### src/rtl/bpa_ram.sv
// Generic simple dual-port RAM, one write and one read port, registered read.
// No dependencies.
module bpa_ram #(
  parameter int unsigned Width = 8,
  parameter int unsigned Depth = 16
) (
  input  logic                     clk,
  input  logic                     we,
  input  logic [$clog2(Depth)-1:0] waddr,
  input  logic [Width-1:0]         wdata,
  input  logic [$clog2(Depth)-1:0] raddr,
  output logic [Width-1:0]         rdata
);
  logic [Width-1:0] mem [Depth];

  always_ff @(posedge clk) begin
    if (we) mem[waddr] <= wdata;
    rdata <= mem[raddr];
  end
endmodule

### config.mk
export PLATFORM = sky130hd
export DESIGN_NAME = bpa_ram
export DESIGN_NICKNAME = d
export VERILOG_FILES = /design/src/rtl/bpa_ram.sv
export SDC_FILE = /design/constraint.sdc
export NUM_CORES = 1
export LEC_CHECK = 0
export ABC_AREA = 1
export BUFFER_PORTS_ARGS = -buffer_cell sky130_fd_sc_hd__clkbuf_2
export CAP_MARGIN = 15
export CORE_MARGIN = 3
export CORE_UTILIZATION = 45
export CTS_CLUSTER_DIAMETER = 40
export DETAILED_ROUTE_END_ITERATION = 6
export GPL_TIMING_DRIVEN = 0
export PLACE_DENSITY = 0.64
export SLEW_MARGIN = 20
export SYNTH_ARGS = -nofsm -noshare
export SYNTH_HDL_FRONTEND = slang
export SYNTH_SLANG_ARGS = --single-unit
### constraint.sdc
create_clock -name clk -period 3.5 [get_ports clk]
set_clock_uncertainty 0.1 [all_clocks]
set_input_delay 0.7 -clock clk [delete_from_list [all_inputs] [get_ports clk]]
set_output_delay 0.7 -clock clk [all_outputs]
set_load 0.005 [all_outputs]
==> results of run 1 <==
==> layer usage <==
| metal | share of wire [%] | GRT usage, % | up-vias | wire [um] |
|---|---|---|---|---|
| met5 | 0 | 0 | - | 0 |
| met3 | 7.6 | 4.61 | 29 | 1060 |
| met1 | 42 | 28.9 | 1821 | 5900 |
| met2 | 47 | 32.7 | 194 | 6580 |
| met4 | 3.0 | 10.6 | 0 | 422 |
| li1 | - | - | 1859 | - |
==> state kept, by name, summed over array words and instances, names as in the netlist <==
register and cells:
mem 128, rdata 8
==> cell families after synthesis <==
kind of cell / Yosys count / synth area share (%)
AND/OR/NAND/NOR: 289 / 21.0
flip-flops: 136 / 69.4
buffers and inverters: 126 / 9.52
==> stage by stage <==
step                      instances  util, %
after floorplan                 551        -
after global placement          741     49.6
after detailed placement        741     49.6
after CTS                       773     54.6
after global routing            773     54.6
final                           773     54.6
==> worst paths after layout <==
| path | endpoint | start |
|---|---|---|
| setup / recovery | mem[5][0] | waddr[3] |
| hold / removal | rdata[2] | mem[6][2] |
| setup reg to reg | rdata[4] | mem[11][4] |
| hold reg to reg | rdata[2] | mem[6][2] |
==> where the power goes <==
| part | switching, mW | total, mW | internal (mW) | leakage [nW] |
|---|---|---|---|---|
| Clock | 0.672 | 1.79 | 1.12 | 0.289 |
| Sequential | 0.00917 | 1.83 | 1.82 | 1.22 |
| Combinational | 0.166 | 0.236 | 0.0695 | 1.39 |
| Total | 0.847 | 3.86 | 3.01 | 2.90 |
==> Yosys cell counts <==
library cell | number | area (um^2)
nand2_1 | 173 | 649
edfxtp_1 | 128 | 3840
inv_1 | 100 | 375
nand3_1 | 97 | 485
nor2_1 | 17 | 63.8
buf_2 | 13 | 65.1
dfxtp_1 | 8 | 160
buf_6 | 6 | 67.6
buf_4 | 4 | 30.0
inv_2 | 2 | 7.51
nand3b_1 | 2 | 15.0
buf_1 | 1 | 3.75
==> critical path, cell delays in order <==
cell and delay (ns):
clkbuf_2 0.11, nand3b_1 0.24, nor2_1 0.81
==> layout make-up <==
| class | instances | area [um^2] |
|---|---|---|
| sequential | 136 | 4000 |
| multi-input combinational | 289 | 1210 |
| inverter | 102 | 383 |
| clock inverter | 15 | 180 |
| clock buffer | 17 | 425 |
| buffer | 24 | 166 |
| fill | 1037 | 5570 |
| tap | 168 | 210 |
| timing repair buffer | 22 | 110 |
==> results.ini, run 1 <==
[flow_run]
max_cap_violations=0

[sta]
hold_slack_ns=0.579
worstMarginPinSlew_ns=1.02
timing.fmax_ghz=0.519
hold_viol_final=0
finalWorstSetupSlack_ns=1.57
period_minus_slack_ns=1.93
fin_setup_tns_ns=0
slew_violations=0
rsz0062_at_grt=false
setup_viol=0
timing.final.crit_share_pct=55.0
slew_headroom_pct=32.0

[clock_tree]
cts_resized=0
cts_root_buf=clkbuf_16
max-clock-path-buffers=2
cts_tree=done
clock_latency_ns=0.42
cts_hold_buffers=0
numCtsBuffers=17
post_cts.repair.setup_buffers=0
cts.sinks=136
clkTransAtPathRegs_ns=0.06
htree_levels=4

[worst_hold_path]
hold_class=flop to flop
holdPathStages=6

[detailed_routing]
vias=3903
avgRoutedWirePerCell_um=18.1
drc=0
drtPass1Iterations=6
drt_wl_total_um=14000
via_per_inst=5.05
drt_iter0_markers=370
ant_nets=0

[layout]
nNetsFinal=610
final_cell_area_um2=6690
area_growth_pct=16.1
drive_gt1_share_pct=13.1
layout_common_cells=173 x nand2_1, 128 x edfxtp_1, 100 x inv_1
diodes=0
final_common_cell=nand2_1

[power]
p_total_mw=3.86
power_leakage_nw=2.90
power.density_nw_per_um2=576
ir_drop_uv=390

[placement]
portBuffers=22
post-place-ws_ns=1.14
placedInstanceArea_um2=6090
place_congestion=0.882
dp_hpwl_um=8810

[floorplan]
num_rows=40
core_area_um2=12300
boundaryPins=26
chipWidth_um=119
start_util_pct=47.0
die_y_um=119
die-area_um2=14200

[synthesis]
syn_nets=569
synth_area_um2=5770
yosysUniqueCellTypes=12
ys_seq_area_share_pct=69.4
ys_seq_elements=136
synth_cells=551
post_synth.cell_area_avg_um2=10.5
yosysWarningCount=0

[setup_path]
start_kind=primary input
cp_data_required_time_ns=3.44
r2r_cells=6
worst-path-max-fanout=8
crit_type=primary input to flop
end_kind=flop
r2r_slack_ns=2.34
cp.arrival_ns=1.87

[global_route]
antenna_found_initial=0
grt_pass1_wl_um=22000
overflow=0
grt_max_degree=17
track_usage_pct=21.3
grt_pass1_vias=3784

[run_status]
status=finished clean

(Power assumes the default switching activity.)
==> run 2: changes to the inputs <==
Settings changed: PLACE_DENSITY 0.64 to 0.67.
Clock period 3.5 ns to 1.7 ns, I/O delays scaled along.
==> run 2 against run 1 <==
Effect of this change:
- first-iteration DRC count up 16%
- count of clock-buffer cells in the layout up 10
- sequential share of layout area up 0.52 points
- routed wire length down 1.3%
- hold slack worse by 0.32 ns
- critical path type unchanged
- largest cell class unchanged
==> results.ini, run 2 (synthesis gave the netlist of run 1 again) <==
[sta]
period_minus_slack_ns=1.52
timing.final.crit_share_pct=89.7
worstMarginPinSlew_ns=1.02
slew_headroom_pct=31.9
slew_violations=0
finalWorstSetupSlack_ns=0.175
hold_viol_final=0
timing.fmax_ghz=0.656
setup_viol=0
hold_slack_ns=0.256
rsz0062_at_grt=false

[global_route]
antenna_found_initial=0
grt_use_met1_pct=27.2
grt_pass1_vias=3795
track_usage_pct=20.4
met3_usage_pct=4.18
grt-busiest-layer=met2
met2_usage_pct=32.7
grt_pass1_wl_um=21200
overflow=0
grt_max_degree=17

[setup_path]
r2r_cells=6
crit_type=primary input to flop
start_kind=primary input
critPathSlowestCell=nor2_1
cp_data_required_time_ns=1.63
crit_family=simple AND/OR/NAND/NOR gates
critical_path_depth=3
path_buf_inv=1
cp.arrival_ns=1.45
path_cells=clkbuf_2 > nand3b_1 > nor2_1
cpPeakStageDelay_ns=0.77
end_kind=flop
worst-path-max-fanout=8

[clock_tree]
cts_root_buf=clkbuf_16
clock_latency_ns=0.41
cts.sinks=136
numCtsBuffers=17
htree_levels=4
cts_tree=done
post_cts.repair.setup_buffers=0
clkTransAtPathRegs_ns=0.05
cts_resized=0
max-clock-path-buffers=2
cts_hold_buffers=0

[power]
power_leakage_nw=2.89
ir_drop_uv=601
power.density_nw_per_um2=1150

[flow_run]
max_cap_violations=0

[placement]
place_congestion=0.908
dp_hpwl_um=8870
portBuffers=22
post-place-ws_ns=-0.194

[layout]
fin_util_pct=54.1
largest_reg_flops=128
drive_gt1_share_pct=11.9
final_common_cell=nand2_1
layout_common_cells=173 x nand2_1, 128 x edfxtp_1, 100 x inv_1
diodes=0
area_growth_pct=15.1
nNetsFinal=610
reg_top3=mem (128), rdata (8)
top_register=mem

[detailed_routing]
via_per_inst=5.08
drt_iter0_markers=430
drtPass1Iterations=6
avgRoutedWirePerCell_um=17.8
drc=0
drt_wl_total_um=13800
vias=3919
ant_nets=0

[worst_hold_path]
holdPathStages=4
hold_class=primary input to flop

[floorplan]
num_rows=40
boundaryPins=26
die-area_um2=14200
start_util_pct=47.0
core_area_um2=12300
chipWidth_um=119
die_y_um=119

[run_status]
status=finished clean

-- run 2: cell count changes in the layout (fill, tap and decap cells not counted), sizes merged --
cell,before,now
clkinvlp,3,0
bufinv,3,1
clkinv,9,3
clkbuf,39,49
-- run 2: final timing paths --
| check | endpoint | startpoint | slack, ns |
|---|---|---|---|
| worst max-delay path | mem[6][2] | waddr[3] | 0.18 |
| worst min-delay path | rdata[0] | raddr[2] | 0.26 |
| worst max register to register | rdata[4] | mem[1][4] | 0.53 |
| worst min register to register | rdata[7] | mem[6][7] | 0.60 |
-- run 2: metrics by stage --
step | power, mW | cells | instance area [um^2] | setup TNS [ns]
2_1_floorplan | 4.10 | 551 | 5770 | 0
3_3_place_gp | 4.31 | 741 | 6090 | -8.76
3_5_place_dp | 4.32 | 741 | 6090 | -10.74
4_1_cts | 7.67 | 772 | 6640 | 0
5_1_grt | 7.90 | 772 | 6640 | 0
6_report | 7.66 | 772 | 6640 | 0
-- run 2: worst register-to-register path: cells and delay by family, from the launching register on --
kind / cells / cell delay [ns]
buffers and inverters: 1 / 0.07
DFF: 1 / 0.35
and+or+nand+nor: 5 / 0.52
-- run 2: final cells by class --
class	count	area [um^2]
Buffer	24	166
Clock buffer	27	503
Clock inverter	4	45.0
Fill cell	1034	5630
Inverter	102	383
Multi-Input combinational cell	289	1210
Sequential cell	136	4000
Tap cell	168	210
Timing Repair Buffer	22	110
-- run 2: where the power goes --
part | total (mW) | internal [mW] | switching [mW]
clock | 3.40 | 2.15 | 1.25
sequential | 3.77 | 3.75 | 0.0194
combinational | 0.485 | 0.143 | 0.342
total | 7.66 | 6.05 | 1.61
-- run 2: layer usage --
layer | routed length, um | part of all wire (%)
met4 | 377 | 2.7
met3 | 1210 | 8.8
met1 | 5610 | 41
met2 | 6580 | 48
met5 | 0 | 0
